File: src/rtl/qte_pkg.sv
`default_nettype none
// ----------------------------------------------------------------------------
// qte_pkg
// Shared constants, types and helper functions of the quintic trajectory
// evaluator.
// ----------------------------------------------------------------------------
package qte_pkg;

  localparam int COEFF_COUNT = 6;
  localparam int AXIS_COUNT  = 4;

  localparam int K_W         = $clog2(COEFF_COUNT);
  localparam int CNT_W       = $clog2(COEFF_COUNT + 1);
  localparam int STORE_DEPTH = AXIS_COUNT * COEFF_COUNT;
  localparam int STORE_W     = (STORE_DEPTH > 1) ? $clog2(STORE_DEPTH) : 1;

  localparam int DERIV_COUNT = 4;
  localparam int FAC_W       = 8;
  localparam int RES_W       = 48;
  localparam int SC_W        = RES_W + FAC_W + 1;
  localparam int ACC_W       = SC_W + 3;

  localparam logic [K_W-1:0] K_LAST    = K_W'(COEFF_COUNT - 1);
  localparam logic [1:0]     AXIS_LAST = 2'(AXIS_COUNT - 1);
  localparam logic [1:0]     YAW_AXIS  = 2'd3;

  localparam logic [1:0] CMD_LOAD_COEFF = 2'd0;
  localparam logic [1:0] CMD_LOAD_DUR   = 2'd1;
  localparam logic [1:0] CMD_EVAL       = 2'd2;

  localparam logic signed [RES_W-1:0] ONE_Q16 = 48'sh0000_0001_0000;
  localparam logic signed [RES_W-1:0] MAX48   = 48'sh7FFF_FFFF_FFFF;
  localparam logic signed [RES_W-1:0] MIN48   = 48'sh8000_0000_0000;

  // Controller to datapath commands.
  typedef struct packed {
    logic           load_coeff;
    logic           load_dur;
    logic           start_eval;
    logic           issue;
    logic           issue_pow;
    logic [K_W-1:0] m;
    logic [K_W-1:0] k;
    logic [1:0]     d;
    logic [1:0]     axis;
    logic           emit;
  } qte_cmd_t;

  // Datapath to controller status.
  typedef struct packed {
    logic busy;
    logic out_free;
  } qte_stat_t;

  // Tag that travels with an operation through the multiplier pipeline.
  typedef struct packed {
    logic             is_pow;
    logic [K_W-1:0]   idx;
    logic [1:0]       d;
    logic [FAC_W-1:0] fac;
  } qte_tag_t;

  // Falling factorial k!/(k-d)! for d up to three.
  function automatic logic [FAC_W-1:0] f_factor(input logic [K_W-1:0] k,
                                                 input logic [1:0] d);
    logic [FAC_W-1:0] f;
    f = FAC_W'(1);
    for (int j = 0; j < 3; j++) begin
      if (j < int'(d)) begin
        f = FAC_W'(f * (FAC_W'(k) - FAC_W'(j)));
      end
    end
    return f;
  endfunction

  // Saturate an accumulator to the 48-bit result range.
  function automatic logic signed [RES_W-1:0] sat48(input logic signed [ACC_W-1:0] v);
    logic signed [RES_W-1:0] r;
    if (v > ACC_W'(MAX48)) begin
      r = MAX48;
    end else if (v < ACC_W'(MIN48)) begin
      r = MIN48;
    end else begin
      r = v[RES_W-1:0];
    end
    return r;
  endfunction

endpackage
`default_nettype wire

File: src/rtl/qte_ctrl.sv
`default_nettype none
// ----------------------------------------------------------------------------
// qte_ctrl
// Sequencer: accepts items, steps through the power and product schedule and
// hands finished axes to the output register.
// ----------------------------------------------------------------------------
module qte_ctrl (
  input  wire logic              clk_i,
  input  wire logic              rst_ni,
  input  wire logic              in_valid_i,
  input  wire logic [1:0]        in_command_i,
  output logic                   in_ready_o,
  input  wire qte_pkg::qte_stat_t stat_i,
  output qte_pkg::qte_cmd_t      cmd_o
);
  import qte_pkg::*;

  localparam logic [2:0] S_IDLE  = 3'd0;
  localparam logic [2:0] S_POW   = 3'd1;
  localparam logic [2:0] S_PROD  = 3'd2;
  localparam logic [2:0] S_DRAIN = 3'd3;
  localparam logic [2:0] S_EMIT  = 3'd4;

  logic [2:0]       state_q, state_d;
  logic [CNT_W-1:0] m_q, m_d;
  logic [K_W-1:0]   k_q, k_d;
  logic [1:0]       d_q, d_d;
  logic [1:0]       axis_q, axis_d;
  logic [1:0]       d_max;
  logic             accept;

  assign in_ready_o = (state_q == S_IDLE);
  assign accept     = in_valid_i && in_ready_o;
  assign d_max      = (k_q >= K_W'(3)) ? 2'd3 : k_q[1:0];

  always_comb begin
    state_d = state_q;
    m_d     = m_q;
    k_d     = k_q;
    d_d     = d_q;
    axis_d  = axis_q;
    cmd_o            = '0;
    cmd_o.axis       = axis_q;
    cmd_o.k          = k_q;
    cmd_o.d          = d_q;
    cmd_o.m          = K_W'(k_q - K_W'(d_q));
    cmd_o.load_coeff = accept && (in_command_i == CMD_LOAD_COEFF);
    cmd_o.load_dur   = accept && (in_command_i == CMD_LOAD_DUR);
    cmd_o.start_eval = accept && (in_command_i == CMD_EVAL);
    case (state_q)
      S_IDLE: begin
        if (cmd_o.start_eval) begin
          state_d = S_POW;
          m_d     = CNT_W'(1);
          k_d     = '0;
          d_d     = '0;
          axis_d  = '0;
        end
      end
      S_POW: begin
        if (!stat_i.busy) begin
          if (m_q == CNT_W'(COEFF_COUNT)) begin
            state_d = S_PROD;
          end else begin
            cmd_o.issue     = 1'b1;
            cmd_o.issue_pow = 1'b1;
            cmd_o.m         = m_q[K_W-1:0];
            m_d             = m_q + CNT_W'(1);
          end
        end
      end
      S_PROD: begin
        cmd_o.issue = 1'b1;
        if (d_q == d_max) begin
          d_d = '0;
          k_d = k_q + K_W'(1);
          if (k_q == K_LAST) begin
            k_d     = '0;
            state_d = S_DRAIN;
          end
        end else begin
          d_d = d_q + 2'd1;
        end
      end
      S_DRAIN: begin
        if (!stat_i.busy) begin
          state_d = S_EMIT;
        end
      end
      S_EMIT: begin
        if (stat_i.out_free) begin
          cmd_o.emit = 1'b1;
          if (axis_q == AXIS_LAST) begin
            state_d = S_IDLE;
          end else begin
            axis_d  = axis_q + 2'd1;
            state_d = S_PROD;
          end
        end
      end
      default: begin
        state_d = S_IDLE;
      end
    endcase
  end

  always_ff @(posedge clk_i or negedge rst_ni) begin
    if (!rst_ni) begin
      state_q <= S_IDLE;
      m_q     <= '0;
      k_q     <= '0;
      d_q     <= '0;
      axis_q  <= '0;
    end else begin
      state_q <= state_d;
      m_q     <= m_d;
      k_q     <= k_d;
      d_q     <= d_d;
      axis_q  <= axis_d;
    end
  end

endmodule
`default_nettype wire

File: config.mk
export PLATFORM = sky130hd
export DESIGN_NAME = qte_ctrl
export DESIGN_NICKNAME = d
export VERILOG_FILES = /design/src/rtl/qte_pkg.sv /design/src/rtl/qte_ctrl.sv
export SDC_FILE = /design/constraint.sdc
export NUM_CORES = 1
export LEC_CHECK = 0
export BUFFER_PORTS_ARGS = -buffer_cell sky130_fd_sc_hd__clkbuf_2
export CORE_ASPECT_RATIO = 1.1
export CORE_UTILIZATION = 46
export CTS_BUF_LIST = sky130_fd_sc_hd__clkbuf_16
export DETAILED_ROUTE_END_ITERATION = 16
export PLACE_DENSITY = 0.78
export REMOVE_ABC_BUFFERS = 1
export SYNTH_ARGS = -nofsm -noshare
export SYNTH_HDL_FRONTEND = slang
export SYNTH_SLANG_ARGS = --single-unit
File: constraint.sdc
create_clock -name clk_i -period 1.9 [get_ports clk_i]
set_input_delay 0.095 -clock clk_i [delete_from_list [all_inputs] [get_ports clk_i]]
set_output_delay 0.095 -clock clk_i [all_outputs]
set_load 0.01 [all_outputs]
## After elaboration in Yosys (flattened, before gate mapping)

Index checks and enable logic that the tools add are counted.

- Register bits: 13
- Logic and storage cells: 73
- Bits of input ports: 7

- Mux-type cells: 29
- $lt $le $gt $ge: 1
- Add/subtract/negate cells: 5
- Equality and inequality tests: 19
- Reductions and logical operators: 14

Operators with widths:

| kind | number |
|---|---|
| $mux 3 | 12 |
| $ne 2x2->1 const B | 8 |
| $pmux 3 s5 | 1 |
| $mux 2 | 6 |
| $pmux 3 s2 | 2 |
| $mux 5 | 2 |
| $eq 3x3->1 const B | 3 |
| $pmux 2 s2 | 2 |
| $reduce_and 4->1 | 2 |
| $reduce_and 7->1 | 1 |
| $add 3x1->3 const B | 2 |
| $eq 3x2->1 const B | 2 |
| $reduce_bool 2->1 | 3 |
| $add 2x1->2 const B | 2 |
| $eq 2x2->1 const B | 2 |
| $logic_and 1x1->1 | 4 |
| $mux 4 | 1 |
| $eq 3x1->1 const B | 1 |
| $ge 3x2->1 const B | 1 |
| $logic_not 3->1 | 1 |
| $reduce_and 3->1 | 1 |
| $sub 3x2->3 | 1 |
| $eq 2x1->1 const B | 1 |
| $eq 2x2->1 | 1 |
| other kinds (5) | 6 |

## Longest topological paths before layout

- Depth in word-level cells: 5
- Depth in mapped cells: 7
- Depth with buffers taken out: 7

## Worst setup path after synthesis

OpenSTA, ideal clock, no wires.

- Kind: register to register
- Start point: register k_q[1]
- End point: register k_q[2]
- Stages on the path, launching flop included: 8
- Arrival: 1858 ps
- Path buffers: 0
- Path slack: -80 ps
- Library setup time: 122 ps
- Path through: dfrtp_1 -> inv_1 -> nor2_1 -> ha_1 -> or4_1 -> o32ai_4 -> o21bai_4 -> a32o_1

- Cells in the longest elaborated chain, start to end: 5
- Elaborated cells between the ends (all ways): 10

RTL lines:

| what | line | source |
|---|---|---|
| start, declared | qte_ctrl.sv:26 | `logic [K_W-1:0] k_q, k_d;` |
| start signal, assigned | qte_ctrl.sv:117 | `k_q <= k_d;` |
| $ge 3x2->1 | qte_ctrl.sv:34 | `assign d_max = (k_q >= K_W'(3)) ? 2'd3 : k_q[1:0];` |
| $mux 2 | qte_ctrl.sv:34 |  |
| $eq 2x2->1 | qte_ctrl.sv:74 | `if (d_q == d_max) begin` |
| $ne 2x2->1 (no source line) | - |  |
| $reduce_and 3->1 (no source line) | - |  |

Parallel ways exist; a longest one is shown, timed or not. The select of a mux whose other input is x is not followed.
A chain may end at the register's enable or synchronous reset.

==> impl_metrics.yaml <==
drt:
  drc_errors: 0
  dr.pass1.iters: 4
  antenna_left: 0
  vias: 863
  drt_iter0_drc: 9
  via_per_inst: 5.39
  routed_wl_um: 2070
  routedWlPerCell_um: 12.9
synthesis:
  synth_flop_cell: "dfrtp_1"
  synthXorXnorAreaFrac_pct: 2.83
  synth-edff-count: 0
  synth_compound_area_share_pct: 21.7
  synth_area_per_cell_um2: 9.46
  synthArstFlopShare_pct: 100
  ys_types: 40
  syn-cell-area_um2: 927
  synth_top_family_by_area: "simple AND/OR/NAND/NOR gates"
  synth-seq-cells: 13
  yosys.area_share.adder_pct: 8.91
  synth-seq-area-share_pct: 35.1
  netlist_instances: 98
  ys_warn_count: 0
  yosys.area_share.simple_pct: 23.5
  synth_mux_area_share_pct: 1.08
pwr:
  p_leak_nw: 0.618
  power.density_nw_per_um2: 1720
  finalPower_mw: 2.18
  ir_drop_mv: 0.930
status:
  status: "complete, no violations"
flow_run:
  drv_cap: 0
sta:
  slew_headroom_pct: 75.6
  fmax_ghz: 0.542
  finalCritPeriodShare_pct: 97.1
  rsz0062_at_grt: "true"
  drv_slew: 0
  hold_viol: 0
  worst_slew_pin_slew_ns: 0.363
  period_needed_ns: 1.85
  fin_worst_skew_ns: 0.00136
  setup_viol: 0
setup_path:
  path_max_fanout: 2
  path_class: "reg2out"
  arrival_ns: 1.75
  startpoint_type: "flop"
  crit_required_ns: 1.80
  cp-end-kind: "output pin"
floorplanning:
  initial_utilization_pct: 50.3
  rows: 16
  die_w_um: 44.8
  core_region_area_um2: 1840
  fp.dieH_um: 49.1
  pin_count: 24
  dieArea_um2: 2200
cts:
  clk_pin_slew_ns: 0.04
  clock_path_buffers: 2
  clkLatencyLatePin_ns: 0.24
  cts.sinks: 13
  root_buffer: "clkbuf_16"
  htree_levels: 1
  cts_buffers: 3
  cts_tree: "built"
layout:
  syn2layout_area_growth_pct: 36.4
  diodes: 0
  final_cells: 160
  nFillCells: 153
  design.final.nets: 147
  drive_gt1_share_pct: 40.6
grt:
  grt_util_all_layers_pct: 21.3
  first_global_vias: 811
  antenna_found_initial: 0
  grt_max_degree: 14
  grt_pass1_wl_um: 3430
  grt-ovfl-total: 0
hold_path:
  hold_path_class: "in2reg"
placement:
  dp.cells: 152
  placement.io_buffers: 23
  gp_congestion: 0.802
  dp_hpwl_um: 1480
placed cells by master, fill, tap and decap left out, drive strengths merged, types with 2 or more instances in the layout:
cell / Yosys / layout
nand2: 4 / 4
nand3: 6 / 6
o21ai: 7 / 7
a31o: 2 / 2
nor2: 7 / 7
dfrtp: 13 / 13
nor4bb: 2 / 2
nor3b: 2 / 2
clkbuf: 2 / 24
ha: 5 / 5
nand2b: 4 / 4
inv: 9 / 10
buf: 2 / 13
or3: 3 / 3
xnor2: 2 / 2
a21oi: 6 / 6
o32ai: 2 / 2
critical path, cell delays in order (launching register included):
cell	delay (ns)
dfrtp_1	0.35
inv_2	0.05
buf_6	0.11
ha_4	0.15
fa_2	0.37
xnor2_2	0.14
o21ai_1	0.08
o21a_1	0.13
buf_2	0.12
cells by family after synthesis:
family / after synthesis
flops: 13
simple gates: 36
compound gates: 26
fa+ha+maj: 6
xor+xnor: 3
mux: 1
buf+inv: 13
per-stage QoR:
step / setup WS (ns) / TNS, ns / utilization, % / hold WS, ns / instance area [µm²]
after floorplan: -0.100 / -0.182 / - / -0.201 / 897
after global placement: 0.0562 / 0 / 60.1 / 0.00920 / 1110
after detailed placement: -0.0193 / -0.0193 / 60.1 / 0.0102 / 1110
after CTS: 0.00599 / 0 / 65.7 / 0.0525 / 1210
after global routing: -0.0203 / -0.0203 / 68.7 / 0.0707 / 1260
final: 0.0547 / 0 / 68.7 / 0.0526 / 1260
layer usage:
| metal | part of all wire, % | GRT usage (%) | vias to the layer above |
|---|---|---|---|
| li1 | - | - | 425 |
| met1 | 43 | 24.3 | 413 |
| met2 | 52 | 36.5 | 21 |
| met3 | 3.6 | 4.44 | 4 |
| met4 | 1.9 | 10.6 | 0 |
| met5 | 0 | 0 | - |
power breakdown:
part	internal [mW]	total (mW)	leakage (nW)	switching, mW
combinational	0.636	1.26	0.413	0.625
clock	0.277	0.390	0.0423	0.113
sequential	0.392	0.525	0.163	0.133
total	1.31	2.18	0.618	0.871
Yosys cell counts, types with 2 or more instances:
library cell	instances	area share (%)
nand3_1	6	3.2
nand2_1	4	1.6
buf_6	2	2.4
ha_1	5	6.7
o21ai_0	7	3.8
nor4bb_1	2	2.2
inv_1	8	3.2
nand2b_1	4	2.7
nor3b_1	2	1.6
or3_1	3	2.0
a21oi_1	6	3.2
dfrtp_1	13	35
clkbuf_1	2	0.81
nor2_1	7	2.8
xnor2_1	2	1.9
worst paths after layout:
check                      startpoint         end  slack [ns]  cells past startpoint
max                            k_q[0]   cmd_o[10]        0.05                      8
min                         stat_i[0]  state_q[2]        0.05                      2
max reg2reg                    k_q[0]      k_q[2]        0.07                      6
min reg2reg                    m_q[0]      m_q[0]        0.50                      1
max in group asynchronous      rst_ni  state_q[2]        1.33                      2
min in group asynchronous      rst_ni      d_q[0]        0.30                      2
repair_timing:
action	CTS	global route
hold buffers	1	0
pin swaps	3	6
endpoints found under the setup margin	4	6
setup buffers	0	3
gates resized for setup	5	12
hold endpoints to repair	13	0
sequential cells by signal (all words and copies together), names as in the netlist:
register	flops
k_q	3
m_q	3
d_q	2
state_q	3
axis_q	2
layout make-up:
cell class                 instances  area [µm²]  share of cell area [%]
multi-input combinational         72         574                    45.4
sequential                        13         329                    26.0
timing repair buffer              35         215                    17.0
tap                               27        33.8                    2.67
clock buffer                       3        75.1                    5.93
clock inverter                     1        3.75                   0.297
inverter                           9        33.8                    2.67
Note: power is estimated with default switching activity, not from simulation.
